[src/design/ccps_pkg.sv]
// Shared types, codes and tables for the class constant-pool scanner.
// Used by ccps_core and class_constant_pool_scanner; no dependencies.
`default_nettype none

package ccps_pkg;

    localparam int unsigned HEADER_BYTES = 10;

    localparam logic [15:0] MIN_LENGTH_RESET = 16'd3;
    localparam logic [15:0] MAX_LENGTH_RESET = 16'd49;

    localparam logic [7:0] TAG_UTF8   = 8'd1;
    localparam logic [7:0] TAG_LONG   = 8'd5;
    localparam logic [7:0] TAG_DOUBLE = 8'd6;
    localparam logic [7:0] CHAR_AT    = 8'h40;

    localparam logic [1:0] STATUS_UTF8     = 2'd0;
    localparam logic [1:0] STATUS_POOL_END = 2'd1;
    localparam logic [1:0] STATUS_BAD_TAG  = 2'd2;

    localparam logic [0:0] CFG_MIN_LENGTH = 1'b0;
    localparam logic [0:0] CFG_MAX_LENGTH = 1'b1;

    typedef struct packed {
        logic [15:0] entry_index;
        logic [15:0] string_length;
        logic        is_match;
        logic [1:0]  status;
        logic        pool_done;
    } result_t;

    // fixed body size per tag, 0 for unknown tags
    function automatic logic [3:0] body_size(input logic [7:0] tag);
        logic [3:0] n;
        n = 4'd0;
        case (tag)
            8'd3, 8'd4:                         n = 4'd4;
            8'd5, 8'd6:                         n = 4'd8;
            8'd7, 8'd8, 8'd16:                  n = 4'd2;
            8'd9, 8'd10, 8'd11, 8'd12, 8'd18:   n = 4'd4;
            8'd15:                              n = 4'd3;
            default:                            n = 4'd0;
        endcase
        return n;
    endfunction

    function automatic logic is_word(input logic [7:0] c);
        return (c >= 8'h61 && c <= 8'h7A) || (c >= 8'h41 && c <= 8'h5A) ||
               (c >= 8'h30 && c <= 8'h39) || (c == 8'h5F);
    endfunction

endpackage

`default_nettype wire

[src/design/class_constant_pool_scanner.sv]
// Top level: stream ports, config registers, input and result registers.
// Depends on ccps_pkg and ccps_core.
`default_nettype none

// Takes one class-file byte per cycle and emits one word for each finished
// UTF8 constant-pool entry, plus a single word when the pool ends on a
// non-UTF8 entry or header, or on an unknown tag. Throughput is one byte per
// clock while no result word is stalled; a byte's result word goes through
// the input register, then the result register, and a stalled result word
// holds the input until it is taken. The parser itself is one state update
// per byte between those two registers. Raise file_start on byte 0 of each file.
// Write min_length/max_length only while the block is idle.
module class_constant_pool_scanner (
    input  wire logic        clk,
    input  wire logic        rst_n,
    input  wire logic        s_axis_tvalid,
    output logic             s_axis_tready,
    input  wire logic [7:0]  s_axis_tdata,   // [7:0] data_byte
    input  wire logic [0:0]  s_axis_tuser,   // [0] file_start
    output logic             m_axis_tvalid,
    input  wire logic        m_axis_tready,
    output logic [39:0]      m_axis_tdata,   // [15:0] entry_index, [31:16] string_length,
                                             // [32] is_match, [39:33] zero
    output logic [1:0]       m_axis_tuser,   // [1:0] status
    output logic             m_axis_tlast,   // pool_done
    input  wire logic        cfg_valid,
    output logic             cfg_ready,
    input  wire logic [0:0]  cfg_index,
    input  wire logic [15:0] cfg_data
);

    logic              in_valid_reg;
    logic [7:0]        in_byte_reg;
    logic              in_start_reg;
    logic              out_valid_reg;
    ccps_pkg::result_t out_reg;
    logic [15:0]       min_len_reg;
    logic [15:0]       max_len_reg;
    logic              process;
    logic              res_valid;
    ccps_pkg::result_t res;

    assign process       = in_valid_reg && (!out_valid_reg || m_axis_tready);
    assign s_axis_tready = !in_valid_reg || process;
    assign cfg_ready     = 1'b1;

    always_ff @(posedge clk or negedge rst_n)
    begin
        if (!rst_n)
        begin
            min_len_reg <= ccps_pkg::MIN_LENGTH_RESET;
            max_len_reg <= ccps_pkg::MAX_LENGTH_RESET;
        end
        else if (cfg_valid)
        begin
            case (cfg_index)
                ccps_pkg::CFG_MIN_LENGTH: min_len_reg <= cfg_data;
                ccps_pkg::CFG_MAX_LENGTH: max_len_reg <= cfg_data;
                default:                  min_len_reg <= min_len_reg;
            endcase
        end
    end

    always_ff @(posedge clk or negedge rst_n)
    begin
        if (!rst_n)
        begin
            in_valid_reg  <= 1'b0;
            out_valid_reg <= 1'b0;
        end
        else
        begin
            if (s_axis_tready)
                in_valid_reg <= s_axis_tvalid;
            if (process)
                out_valid_reg <= res_valid;
            else if (m_axis_tready)
                out_valid_reg <= 1'b0;
        end
    end

    always_ff @(posedge clk)
    begin
        if (s_axis_tready && s_axis_tvalid)
        begin
            in_byte_reg  <= s_axis_tdata;
            in_start_reg <= s_axis_tuser[0];
        end
        if (process && res_valid)
            out_reg <= res;
    end

    ccps_core u_core (
        .clk        (clk),
        .rst_n      (rst_n),
        .step       (process),
        .data_byte  (in_byte_reg),
        .file_start (in_start_reg),
        .min_length (min_len_reg),
        .max_length (max_len_reg),
        .res_valid  (res_valid),
        .res        (res)
    );

    assign m_axis_tvalid = out_valid_reg;
    assign m_axis_tdata  = {7'd0, out_reg.is_match, out_reg.string_length, out_reg.entry_index};
    assign m_axis_tuser  = out_reg.status;
    assign m_axis_tlast  = out_reg.pool_done;

endmodule

`default_nettype wire

[src/design/ccps_core.sv]
// Parse state machine and word@word tracker; one byte per step.
// Depends on ccps_pkg.
`default_nettype none

module ccps_core (
    input  wire logic              clk,
    input  wire logic              rst_n,
    input  wire logic              step,
    input  wire logic [7:0]        data_byte,
    input  wire logic              file_start,
    input  wire logic [15:0]       min_length,
    input  wire logic [15:0]       max_length,
    output logic                   res_valid,
    output ccps_pkg::result_t      res
);

    typedef enum logic [2:0] {
        PH_HEADER,
        PH_TAG,
        PH_SKIP,
        PH_LEN_HI,
        PH_LEN_LO,
        PH_TEXT,
        PH_IDLE
    } phase_t;

    phase_t      phase_reg, phase_next, e_phase;
    logic [3:0]  hcount_reg, hcount_next, e_hcount;
    logic [15:0] pool_reg, pool_next, e_pool;
    logic [15:0] cur_reg, cur_next, e_cur;
    logic [3:0]  skip_reg, skip_next, e_skip;
    logic [15:0] len_reg, len_next, e_len;
    logic [15:0] left_reg, left_next, e_left;
    logic [1:0]  wrun_reg, wrun_next, e_wrun;
    logic        armed_reg, armed_next, e_armed;
    logic [1:0]  arun_reg, arun_next, e_arun;
    logic        seen_reg, seen_next, e_seen;

    logic [15:0] adv_slots;
    logic [16:0] adv_sum;
    logic        adv_done;
    logic [3:0]  tag_size;
    logic [3:0]  skip_dec;
    logic [15:0] left_dec;
    logic        utf_finish;
    logic        len_ok;

    // file_start restarts parsing on this very byte
    always_comb
    begin
        e_phase  = file_start ? PH_HEADER : phase_reg;
        e_hcount = file_start ? 4'd0  : hcount_reg;
        e_pool   = file_start ? 16'd0 : pool_reg;
        e_cur    = file_start ? 16'd1 : cur_reg;
        e_skip   = file_start ? 4'd0  : skip_reg;
        e_len    = file_start ? 16'd0 : len_reg;
        e_left   = file_start ? 16'd0 : left_reg;
        e_wrun   = file_start ? 2'd0  : wrun_reg;
        e_armed  = file_start ? 1'b0  : armed_reg;
        e_arun   = file_start ? 2'd0  : arun_reg;
        e_seen   = file_start ? 1'b0  : seen_reg;
    end

    assign adv_slots = (e_phase == PH_SKIP) ? e_left : 16'd1;
    assign adv_sum   = {1'b0, e_cur} + {1'b0, adv_slots};
    assign adv_done  = adv_sum >= {1'b0, e_pool};
    assign tag_size  = ccps_pkg::body_size(data_byte);
    assign skip_dec  = (e_skip != 4'd0) ? e_skip - 4'd1 : 4'd0;
    assign left_dec  = e_left - 16'd1;

    always_comb
    begin
        phase_next  = e_phase;
        hcount_next = e_hcount;
        pool_next   = e_pool;
        cur_next    = e_cur;
        skip_next   = e_skip;
        len_next    = e_len;
        left_next   = e_left;
        wrun_next   = e_wrun;
        armed_next  = e_armed;
        arun_next   = e_arun;
        seen_next   = e_seen;
        utf_finish  = 1'b0;
        res_valid   = 1'b0;
        res         = '0;

        case (e_phase)
            PH_HEADER:
            begin
                if (e_hcount == 4'd8)
                    pool_next = {data_byte, 8'h00};
                else if (e_hcount == 4'd9)
                    pool_next = {e_pool[15:8], data_byte};
                hcount_next = e_hcount + 4'd1;
                if (hcount_next >= 4'(ccps_pkg::HEADER_BYTES))
                begin
                    cur_next = 16'd1;
                    if (pool_next <= 16'd1)
                    begin
                        phase_next    = PH_IDLE;
                        res_valid     = 1'b1;
                        res.status    = ccps_pkg::STATUS_POOL_END;
                        res.pool_done = 1'b1;
                    end
                    else
                        phase_next = PH_TAG;
                end
            end
            PH_TAG:
            begin
                if (data_byte == ccps_pkg::TAG_UTF8)
                begin
                    len_next   = 16'd0;
                    wrun_next  = 2'd0;
                    armed_next = 1'b0;
                    arun_next  = 2'd0;
                    seen_next  = 1'b0;
                    phase_next = PH_LEN_HI;
                end
                else if (tag_size == 4'd0)
                begin
                    phase_next      = PH_IDLE;
                    res_valid       = 1'b1;
                    res.entry_index = e_cur;
                    res.status      = ccps_pkg::STATUS_BAD_TAG;
                    res.pool_done   = 1'b1;
                end
                else
                begin
                    skip_next  = tag_size;
                    phase_next = PH_SKIP;
                    if (data_byte == ccps_pkg::TAG_LONG || data_byte == ccps_pkg::TAG_DOUBLE)
                    begin
                        armed_next = 1'b0;
                        left_next  = 16'd2;
                    end
                    else
                        left_next = 16'd1;
                end
            end
            PH_SKIP:
            begin
                skip_next = skip_dec;
                if (skip_dec == 4'd0)
                begin
                    cur_next   = adv_sum[15:0];
                    phase_next = adv_done ? PH_IDLE : PH_TAG;
                    if (adv_done)
                    begin
                        res_valid       = 1'b1;
                        res.entry_index = e_cur;
                        res.status      = ccps_pkg::STATUS_POOL_END;
                        res.pool_done   = 1'b1;
                    end
                end
            end
            PH_LEN_HI:
            begin
                len_next   = {data_byte, 8'h00};
                phase_next = PH_LEN_LO;
            end
            PH_LEN_LO:
            begin
                len_next  = {e_len[15:8], data_byte};
                left_next = len_next;
                if (len_next == 16'd0)
                    utf_finish = 1'b1;
                else
                    phase_next = PH_TEXT;
            end
            PH_TEXT:
            begin
                if (data_byte == ccps_pkg::CHAR_AT)
                begin
                    armed_next = (e_wrun == 2'd2);
                    arun_next  = 2'd0;
                    wrun_next  = 2'd0;
                end
                else if (ccps_pkg::is_word(data_byte))
                begin
                    if (e_wrun != 2'd2)
                        wrun_next = e_wrun + 2'd1;
                    if (e_armed)
                    begin
                        if (e_arun != 2'd2)
                            arun_next = e_arun + 2'd1;
                        if (arun_next == 2'd2)
                            seen_next = 1'b1;
                    end
                end
                else
                begin
                    wrun_next  = 2'd0;
                    armed_next = 1'b0;
                    arun_next  = 2'd0;
                end
                left_next = left_dec;
                if (left_dec == 16'd0)
                    utf_finish = 1'b1;
            end
            default:
            begin
                phase_next = e_phase;
            end
        endcase

        if (utf_finish)
        begin
            cur_next          = adv_sum[15:0];
            phase_next        = adv_done ? PH_IDLE : PH_TAG;
            res_valid         = 1'b1;
            res.entry_index   = e_cur;
            res.string_length = len_next;
            res.is_match      = seen_next && len_ok;
            res.status        = ccps_pkg::STATUS_UTF8;
            res.pool_done     = adv_done;
        end
    end

    assign len_ok = (len_next >= min_length) && (len_next <= max_length);

    always_ff @(posedge clk or negedge rst_n)
    begin
        if (!rst_n)
        begin
            phase_reg  <= PH_HEADER;
            hcount_reg <= 4'd0;
            pool_reg   <= 16'd0;
            cur_reg    <= 16'd1;
            skip_reg   <= 4'd0;
            len_reg    <= 16'd0;
            left_reg   <= 16'd0;
            wrun_reg   <= 2'd0;
            armed_reg  <= 1'b0;
            arun_reg   <= 2'd0;
            seen_reg   <= 1'b0;
        end
        else if (step)
        begin
            phase_reg  <= phase_next;
            hcount_reg <= hcount_next;
            pool_reg   <= pool_next;
            cur_reg    <= cur_next;
            skip_reg   <= skip_next;
            len_reg    <= len_next;
            left_reg   <= left_next;
            wrun_reg   <= wrun_next;
            armed_reg  <= armed_next;
            arun_reg   <= arun_next;
            seen_reg   <= seen_next;
        end
    end

`ifndef SYNTHESIS
    a_done_goes_idle: assert property (@(posedge clk) disable iff (!rst_n)
        step && res_valid && res.pool_done |=> phase_reg == PH_IDLE)
        else $error("pool end did not park the parser");

    a_err_fields: assert property (@(posedge clk) disable iff (!rst_n)
        res_valid && res.status != ccps_pkg::STATUS_UTF8 |->
            res.pool_done && !res.is_match && res.string_length == 16'd0)
        else $error("non-UTF8 result carries text fields");

    a_runs_saturate: assert property (@(posedge clk) disable iff (!rst_n)
        wrun_reg != 2'd3 && arun_reg != 2'd3)
        else $error("character run counter overflowed");

    a_idle_silent: assert property (@(posedge clk) disable iff (!rst_n)
        phase_reg == PH_IDLE && !file_start |-> !res_valid)
        else $error("result after pool end without restart");
`endif

endmodule

`default_nettype wire
[config.mk]
export PLATFORM = sky130hd
export DESIGN_NAME = class_constant_pool_scanner
export DESIGN_NICKNAME = d
export VERILOG_FILES = /design/src/design/ccps_pkg.sv /design/src/design/class_constant_pool_scanner.sv /design/src/design/ccps_core.sv
export SDC_FILE = /design/constraint.sdc
export NUM_CORES = 1
export LEC_CHECK = 0
export ABC_AREA = 1
export BUFFER_PORTS_ARGS = -buffer_cell sky130_fd_sc_hd__buf_2
export CAP_MARGIN = 0
export CORE_MARGIN = 3
export CORE_UTILIZATION = 35
export CTS_CLUSTER_DIAMETER = 40
export DETAILED_ROUTE_END_ITERATION = 7
export GPL_TIMING_DRIVEN = 0
export MAX_ROUTING_LAYER = met4
export PLACE_DENSITY_LB_ADDON = 0.25
export SLEW_MARGIN = 20
export SYNTH_ARGS = -nofsm -noshare
export SYNTH_HDL_FRONTEND = slang
export SYNTH_SLANG_ARGS = --single-unit
[constraint.sdc]
create_clock -name clk -period 7.1 [get_ports clk]
set_clock_uncertainty 0.1 [all_clocks]
set_input_delay 1.42 -clock clk [delete_from_list [all_inputs] [get_ports clk]]
set_output_delay 1.42 -clock clk [all_outputs]
set_load 0.01 [all_outputs]
==> impl_metrics.yaml, run 1 <==
finish:
  finalNetCount: 1767
  largest_reg_flops: 33
  seqCellArea_sq_mm: 0.00432
  multi_input_area_sq_mm: 0.00593
  final_core_util: 0.410
  drive_gt1_frac: 0.117
  fin_area_sq_mm: 0.0131
  fill_cells: 3388
  antennaDiodeCount: 0
  syn_to_final_growth_pct: 14.0
drt:
  ant_nets: 0
  viasPerCell: 5.06
  dr.pass1.iters: 7
  wl_um: 36200
  vias: 10700
  routedWlPerCell_um: 17.2
  remaining_drc_errors: 0
  dr.first_iter.drc_count: 845
placement:
  place_ws_ns: -0.422
  gp_congestion: 0.972
  hpwl_um: 28500
  place_area_sq_mm: 0.0125
  numPortBuffers: 68
cts:
  clk_pin_slew_ns: 0.07
  clkLatencyLatePin_ns: 0.47
  cts-hold-fix-buffers: 0
  cts_buffer_depth: 2
  cts_root_buffer: "clkbuf_16"
  cts_tree: "built"
  clock_sinks: 164
  cts-buffers-inserted: 17
  htree_levels: 4
worst_setup_path:
  cpPeakStageDelay_ns: 0.39
  cp_data_required_time_ns: 7.16
  start_kind: "flop"
  cp_data_arrival_time_ns: 6.61
  crit_fanout: 19
  slowest_stage: "dfrtp_1"
  end_kind: "flop"
  crit_path_frequent_cell: "nand2_1"
  path_class: "flop to flop"
  r2r_slack_ns: 0.55
  ff2ff_path_depth: 30
sta:
  tns_ns: 0
  timing.final.crit_share: 0.922
  tightest_slew_ns: 0.833
  timing.final.ws_setup_ns: 0.553
  relSlewSlack: 0.445
  max_clock_freq_mhz: 153
  final_max_slew_viol_count: 0
  hold_viol: 0
  min_period_ns: 6.55
  rsz0062_at_grt: "false"
  setup_viol_count_final: 0
floorplanning:
  die-area_sq_mm: 0.0352
  coreArea_sq_mm: 0.0320
  die_w_um: 187
  pin_count: 77
  rows: 65
  die_h_um: 187
  initial_core_util: 0.360
synthesis:
  yosysTopAreaCellShare: 0.237
  synth.largest_area_cell: "dfrtp_1"
  ys_warn_count: 0
  yosysSeqAreaShare: 0.374
  synth_cell_types: 61
  synth_common_cells: "290 x nand2_1, 252 x inv_1, 183 x nor2_1"
  ys_seq_elements: 164
  synth_edf_count: 45
  avgSynthCellArea_sq_um: 7.38
  synth_most_common_cell: "nand2_1"
  syn_inst: 1562
  synth_flop_cell: "dfrtp_1"
  synthTopCellsByArea: "dfrtp_1 24%, edfxtp_1 12%, nand2_1 9.4%"
  ys_async_sr_fraction: 0.701
  synth_area_sq_mm: 0.0115
global_routing:
  grt_usage: 0.214
  grt_first_pass_wirelength_um: 57400
  grt_start_max_net_pins: 62
  antenna_found_initial: 0
  grt_pass1_vias: 10400
  grt.overflow.total: 0
hold_path:
  hp-class: "flop to flop"
  worstHoldPathCells: 2
status:
  status: "finished, final reports clean"
run:
  drv_cap: 0
power:
  vdd_drop_max_v: 0.000197
  p_leak_nw: 6.47
  power.density_mw_per_mm2: 317
[final timing paths]
| check | startpoint | to |
|---|---|---|
| worst max-delay path | u_core.phase_reg[2]$_DFFE_PN0P_ | m_axis_tdata[15]$_DFFE_PP_ |
| worst min-delay path | u_core.cur_reg[0]$_DFFE_PN1P_ | u_core.cur_reg[0]$_DFFE_PN1P_ |
| worst max register to register | u_core.phase_reg[2]$_DFFE_PN0P_ | m_axis_tdata[15]$_DFFE_PP_ |
| worst min register to register | u_core.cur_reg[0]$_DFFE_PN1P_ | u_core.cur_reg[0]$_DFFE_PN1P_ |
| max in group asynchronous | rst_n | u_core.cur_reg[0]$_DFFE_PN1P_ |
| min in group asynchronous | rst_n | in_valid_reg$_DFFE_PN0N_ |
[final cells by class]
cell class | count | share of cell area
multi-input cells | 1082 | 0.451
flip-flops and latches | 164 | 0.328
inverters | 260 | 0.0751
well taps | 435 | 0.0414
repair buffers | 75 | 0.0337
clock buffers | 17 | 0.0324
plain buffers | 60 | 0.0246
clock inverters | 15 | 0.0135
[worst max-delay path: cells and delay by family, from the launching register on]
kind,cells,cell delay (ns)
AND/OR/NAND/NOR,16,2.40
buffers and inverters,7,1.41
AO/OA/AOI/OAI,4,0.98
adder cells (fa/ha/maj),2,0.62
flip-flops,1,0.39
XOR/XNOR,1,0.30
[placed cells by master (no fill, tap or decap), types with 5 or more instances in the layout]
| master | instances |
|---|---|
| nand2_1 | 290 |
| inv_1 | 250 |
| nor2_1 | 183 |
| o21ai_0 | 154 |
| dfrtp_1 | 109 |
| a21oi_1 | 101 |
| ha_1 | 75 |
| buf_2 | 73 |
| nand3_1 | 53 |
| edfxtp_1 | 45 |
| clkbuf_1 | 35 |
| o22ai_1 | 21 |
| buf_4 | 18 |
| nand4_1 | 18 |
| clkbuf_16 | 17 |
| a31oi_1 | 14 |
| xor2_1 | 14 |
| a21oi_2 | 13 |
| o21ai_1 | 12 |
| a211oi_1 | 12 |
| nand2_2 | 9 |
| nor2_2 | 9 |
| nor3_1 | 9 |
| o211ai_1 | 9 |
| a22oi_1 | 9 |
| nor2_4 | 8 |
| conb_1 | 8 |
| inv_8 | 7 |
| inv_2 | 6 |
| nor4_1 | 6 |
| dfstp_2 | 6 |
| nand3b_1 | 5 |
| a32oi_1 | 5 |
[metal layers]
metal  track usage  routed length, um  vias to the layer above
met4        0.0820               1280                        0
li1              -                  -                     5332
met3        0.0308               1750                       79
met2         0.347              16700                      320
met5             -                  0                        -
met1         0.271              16500                     4933
[power by group]
part | leakage, nW | switching [mW] | total, mW | internal (mW)
clock network | 0.299 | 0.466 | 0.973 | 0.507
registers | 1.92 | 0.102 | 1.31 | 1.20
logic | 4.25 | 1.30 | 1.89 | 0.595
total | 6.47 | 1.87 | 4.17 | 2.31
[timing repair]
action	CTS	global route
setup buffers	0	5
cloned	0	0
setup endpoints to repair	36	36
pin swaps	0	0
resized for setup	2	1
[cells by family (layout without fill, tap and decap cells)]
family | count (synthesis) | in the layout | share of synthesized area
compound gates | 375 | 375 | 0.186
xor+xnor | 19 | 19 | 0.0151
fa+ha+maj | 76 | 76 | 0.0831
buf+inv | 322 | 427 | 0.114
flops | 164 | 164 | 0.374
other cells | 2 | 8 | 0.000651
simple gates | 604 | 604 | 0.227
[metrics by stage]
stage                     cells  power (mW)  hold WS (ns)
after floorplan            1568        2.64         0.348
after global placement     2071        3.15         0.362
after detailed placement   2073        3.19         0.367
after CTS                  2104        4.17         0.377
after global routing       2108        4.49         0.385
final                      2108        4.17         0.374
(Power assumes the default switching activity.)
==> run 2: changes to the inputs <==
--- a/config.mk
+++ b/config.mk
@@ -8,6 +8,7 @@
 export ABC_AREA = 1
 export BUFFER_PORTS_ARGS = -buffer_cell sky130_fd_sc_hd__buf_2
 export CAP_MARGIN = 0
+export CORE_ASPECT_RATIO = 1.1
 export CORE_MARGIN = 3
 export CORE_UTILIZATION = 35
 export CTS_CLUSTER_DIAMETER = 40
==> constraint.sdc (replaced) <==
create_clock -name clk -period 8.4 [get_ports clk]
set_clock_uncertainty 0.1 [all_clocks]
set_input_delay 1.68 -clock clk [delete_from_list [all_inputs] [get_ports clk]]
set_output_delay 1.68 -clock clk [all_outputs]
set_load 0.01 [all_outputs]
==> impl_metrics.yaml, run 2 (same netlist as run 1, synthesis figures left out) <==
worst_setup_path:
  start_kind: "flop"
  cp_data_arrival_time_ns: 7.58
  crit_path_frequent_cell: "nand2_1"
  cpPeakStageDelay_ns: 0.63
  crit_fanout: 21
  slowest_stage: "clkbuf_1"
  path_class: "flop to flop"
  end_kind: "flop"
  cp_data_required_time_ns: 8.46
sta:
  tns_ns: 0
  final_max_slew_viol_count: 0
  setup_viol_count_final: 0
  timing.final.crit_share: 0.896
  max_clock_freq_mhz: 133
  rsz0062_at_grt: "false"
  hold_viol: 0
  hold_slack_ns: 0.373
  relSlewSlack: 0.463
  tightest_slew_ns: 0.806
  min_period_ns: 7.53
power:
  power_frac_comb: 0.454
  power.density_mw_per_mm2: 268
  vdd_drop_max_v: 0.000162
  pwr-share-clk: 0.232
  p_switching_mw: 1.59
  p_leak_nw: 6.45
  internal_power_mw: 1.92
  seqPwrFrac: 0.315
  switching_share: 0.453
  total_power_mw: 3.51
global_routing:
  grt_usage: 0.220
  grt.overflow.total: 0
  grt_pass1_vias: 10500
  grt_first_pass_wirelength_um: 57900
  antenna_found_initial: 0
  grt_start_max_net_pins: 69
finish:
  finalNonFillerCells: 2096
  largest_reg_flops: 33
  final_core_util: 0.405
  layout_commonest_cell: "nand2_1"
  syn_to_final_growth_pct: 13.6
  finalNetCount: 1764
  antennaDiodeCount: 0
  drive_gt1_frac: 0.114
  layout_common_cells: "290 x nand2_1, 251 x inv_1, 183 x nor2_1"
floorplanning:
  die_h_um: 196
  die-area_sq_mm: 0.0352
  die_w_um: 179
  coreArea_sq_mm: 0.0324
  rows: 69
  initial_core_util: 0.356
  pin_count: 77
run:
  drv_cap: 0
cts:
  htree_levels: 4
  cts_tree: "built"
  post_cts_buffers: 0
  ctsResizeCount: 0
  clkLatencyLatePin_ns: 0.45
  cts_root_buffer: "clkbuf_16"
  clock_sinks: 164
  cts_buffer_depth: 2
  cts-buffers-inserted: 17
  cts-hold-fix-buffers: 0
  clk_pin_slew_ns: 0.08
placement:
  hpwl_um: 28800
  gp_congestion: 0.937
  dpl.cell_count: 2064
  numPortBuffers: 68
drt:
  dr.first_iter.drc_count: 732
  routedWlPerCell_um: 17.6
  dr.pass1.iters: 5
  vias: 10700
  ant_nets: 0
  remaining_drc_errors: 0
  viasPerCell: 5.13
  wl_um: 36900
status:
  status: "finished, final reports clean"
hold_path:
  hp-class: "flop to flop"
## run 2: worst max-delay path: cells and delay by family, from the launching register on
family          cells  cell delay (ns)
buf+inv             8             2.50
xor+xnor            1             0.28
simple gates       20             2.65
fa+ha+maj           2             0.81
compound gates      2             0.27
flops               1             0.56
## run 2: per-stage QoR
stage          instance area (sq um)  worst slack [ns]
2_1_floorplan                  11600              2.45
3_3_place_gp                   12400             0.292
3_5_place_dp                   12500              1.02
4_1_cts                        13100             0.971
5_1_grt                        13100             0.326
6_report                       13100             0.874
## run 2: cell type report
cell class | instances | area [sq um]
clock buffers | 17 | 425
plain buffers | 62 | 330
inverters | 260 | 978
multi-input cells | 1082 | 5930
well taps | 426 | 533
clock inverters | 15 | 190
repair buffers | 70 | 402
flip-flops and latches | 164 | 4320
fillers | 3480 | 19300
## run 2: worst paths after layout
path	startpoint	endpoint	slack, ns	cells after the start
worst max-delay path	in_start_reg$_DFFE_PP_	m_axis_tdata[0]$_DFFE_PP_	0.87	33
worst min-delay path	u_core.cur_reg[0]$_DFFE_PN1P_	u_core.cur_reg[0]$_DFFE_PN1P_	0.37	2
worst max register to register	in_start_reg$_DFFE_PP_	m_axis_tdata[0]$_DFFE_PP_	0.87	33
worst min register to register	u_core.cur_reg[0]$_DFFE_PN1P_	u_core.cur_reg[0]$_DFFE_PN1P_	0.37	2
max in group asynchronous	rst_n	max_len_reg[4]$_DFFE_PN1P_	6.30	2
min in group asynchronous	rst_n	u_core.pool_reg[4]$_DFFE_PN0P_	1.09	1
## run 2: power groups by stage
stage	Sequential (mW)	Combinational, mW	Clock, mW
CTS	1.10	1.59	0.831
global route	1.13	1.79	0.862
detailed placement	1.12	1.58	0
floorplan	1.11	1.12	0
finish	1.11	1.60	0.813
global placement	1.12	1.55	0
## run 2: routing by layer
metal,up-vias,part of all wire,GRT usage
li1,5323,-,-
met1,5008,0.44,0.275
met2,333,0.47,0.356
met3,80,0.046,0.0299
met4,0,0.045,0.0944
met5,-,0,-
==> run 3: changes to the inputs <==
--- a/config.mk
+++ b/config.mk
@@ -14,7 +14,6 @@
 export CTS_CLUSTER_DIAMETER = 40
 export DETAILED_ROUTE_END_ITERATION = 7
 export GPL_TIMING_DRIVEN = 0
-export MAX_ROUTING_LAYER = met4
 export PLACE_DENSITY_LB_ADDON = 0.25
 export SLEW_MARGIN = 20
 export SYNTH_ARGS = -nofsm -noshare
==> impl_metrics.yaml, run 3 (same netlist as run 1, synthesis figures left out) <==
status:
  status: "finished, final reports clean"
worst_setup_path:
  slowest_stage: "clkbuf_1"
  path_class: "flop to flop"
  r2r_slack_ns: 0.89
  crit_fanout: 21
  worstSetupStartpoint: "in_start_reg$_DFFE_PP_"
  cp_data_required_time_ns: 8.46
  start_kind: "flop"
  end_kind: "flop"
  crit_path_frequent_cell: "nand2_1"
  cp_data_arrival_time_ns: 7.57
  cpPeakStageDelay_ns: 0.60
  worstReg2RegStart: "in_start_reg$_DFFE_PP_"
finish:
  seqCellArea_sq_mm: 0.00432
  layout_commonest_cell: "nand2_1"
  fin_area_sq_mm: 0.0131
  final_core_util: 0.404
  finalNetCount: 1764
  multi_input_area_sq_mm: 0.00593
  syn_to_final_growth_pct: 13.4
  finalNonFillerCells: 2096
  fill_cells: 3420
  largest_reg_flops: 33
  drive_gt1_frac: 0.114
  layout_common_cells: "290 x nand2_1, 251 x inv_1, 183 x nor2_1"
  antennaDiodeCount: 0
hold_path:
  hp-class: "flop to flop"
  timing.hold.worst.start: "u_core.cur_reg[0]$_DFFE_PN1P_"
global_routing:
  grt_first_pass_wirelength_um: 57700
  grt_usage: 0.213
  antenna_found_initial: 0
  grt_pass1_vias: 10500
  grt.overflow.total: 0
  grt_start_max_net_pins: 93
drt:
  dr.pass1.iters: 5
  viasPerCell: 5.13
  wl_um: 36700
  remaining_drc_errors: 0
  routedWlPerCell_um: 17.5
  vias: 10800
  ant_nets: 0
  dr.first_iter.drc_count: 768
placement:
  place_area_sq_mm: 0.0125
  hpwl_um: 28600
  gp_congestion: 0.936
  place_ws_ns: 1.03
  dpl.cell_count: 2064
  numPortBuffers: 68
floorplanning:
  coreArea_sq_mm: 0.0324
  pin_count: 77
  die_w_um: 179
  die_h_um: 196
  rows: 69
  die-area_sq_mm: 0.0352
  initial_core_util: 0.356
sta:
  setup_viol_count_final: 0
  tns_ns: 0
  relSlewSlack: 0.445
  max_clock_freq_mhz: 133
  final_max_slew_viol_count: 0
  rsz0062_at_grt: "false"
  timing.final.crit_share: 0.894
  timing.final.ws_setup_ns: 0.890
  tightest_slew_ns: 0.833
  min_period_ns: 7.51
  hold_slack_ns: 0.374
  hold_viol: 0
cts:
  post_cts_buffers: 0
  cts_tree: "built"
  clkLatencyLatePin_ns: 0.45
  cts-hold-fix-buffers: 0
  cts-buffers-inserted: 17
  ctsResizeCount: 0
  htree_levels: 4
  cts_buffer_depth: 2
  clock_sinks: 164
  clk_pin_slew_ns: 0.08
  cts_root_buffer: "clkbuf_16"
power:
  power.density_mw_per_mm2: 267
  p_leak_nw: 6.43
  vdd_drop_max_v: 0.000131
  total_power_mw: 3.49
run:
  drv_cap: 0
-- run 3: changes by cell type in the layout (fill, tap and decap cells not counted) --
cell,previous run,this run
inv_6,4,3
buf_8,1,2
buf_6,5,4
inv_8,1,5
clkinvlp_4,0,2
clkinv_8,8,3
-- run 3: worst paths after layout --
kind | cells past startpoint | endpoint
setup / recovery | 31 | m_axis_tdata[27]$_SDFFCE_PN0P_
hold / removal | 2 | u_core.cur_reg[0]$_DFFE_PN1P_
setup reg to reg | 31 | m_axis_tdata[27]$_SDFFCE_PN0P_
hold reg to reg | 2 | u_core.cur_reg[0]$_DFFE_PN1P_
max in group asynchronous | 2 | max_len_reg[4]$_DFFE_PN1P_
min in group asynchronous | 1 | u_core.cur_reg[6]$_DFFE_PN0P_
-- run 3: report_power, final --
group	leakage (nW)	total, mW	internal (mW)	switching, mW
Clock	0.282	0.800	0.398	0.401
Combinational	4.23	1.59	0.499	1.09
Sequential	1.92	1.11	1.02	0.0892
Total	6.43	3.49	1.91	1.58
-- run 3: critical path: cells and delay by family, from the launching register on --
kind                       cells  cell delay [ns]
AOI/OAI and AO/OA              4             0.87
adders and majority gates      2             0.70
xor gates and xnor gates       1             0.28
and+or+nand+nor               16             2.28
buffers and inverters          8             2.41
DFF                            1             0.56
-- run 3: area by class of cell --
class | instances | area share
tap | 426 | 0.0408
sequential | 164 | 0.330
inverter | 260 | 0.0748
clock inverter | 15 | 0.0122
buffer | 62 | 0.0253
multi-input combinational | 1082 | 0.453
timing repair buffer | 70 | 0.0310
clock buffer | 17 | 0.0325
-- run 3: metal layers --
metal,global-route usage,part of all wire,routed length (um),vias to the layer above
met4,0.103,0.046,1700,0
met5,0,0,0,-
met1,0.265,0.43,15700,5022
met3,0.0320,0.047,1740,81
met2,0.361,0.48,17500,321
li1,-,-,-,5331
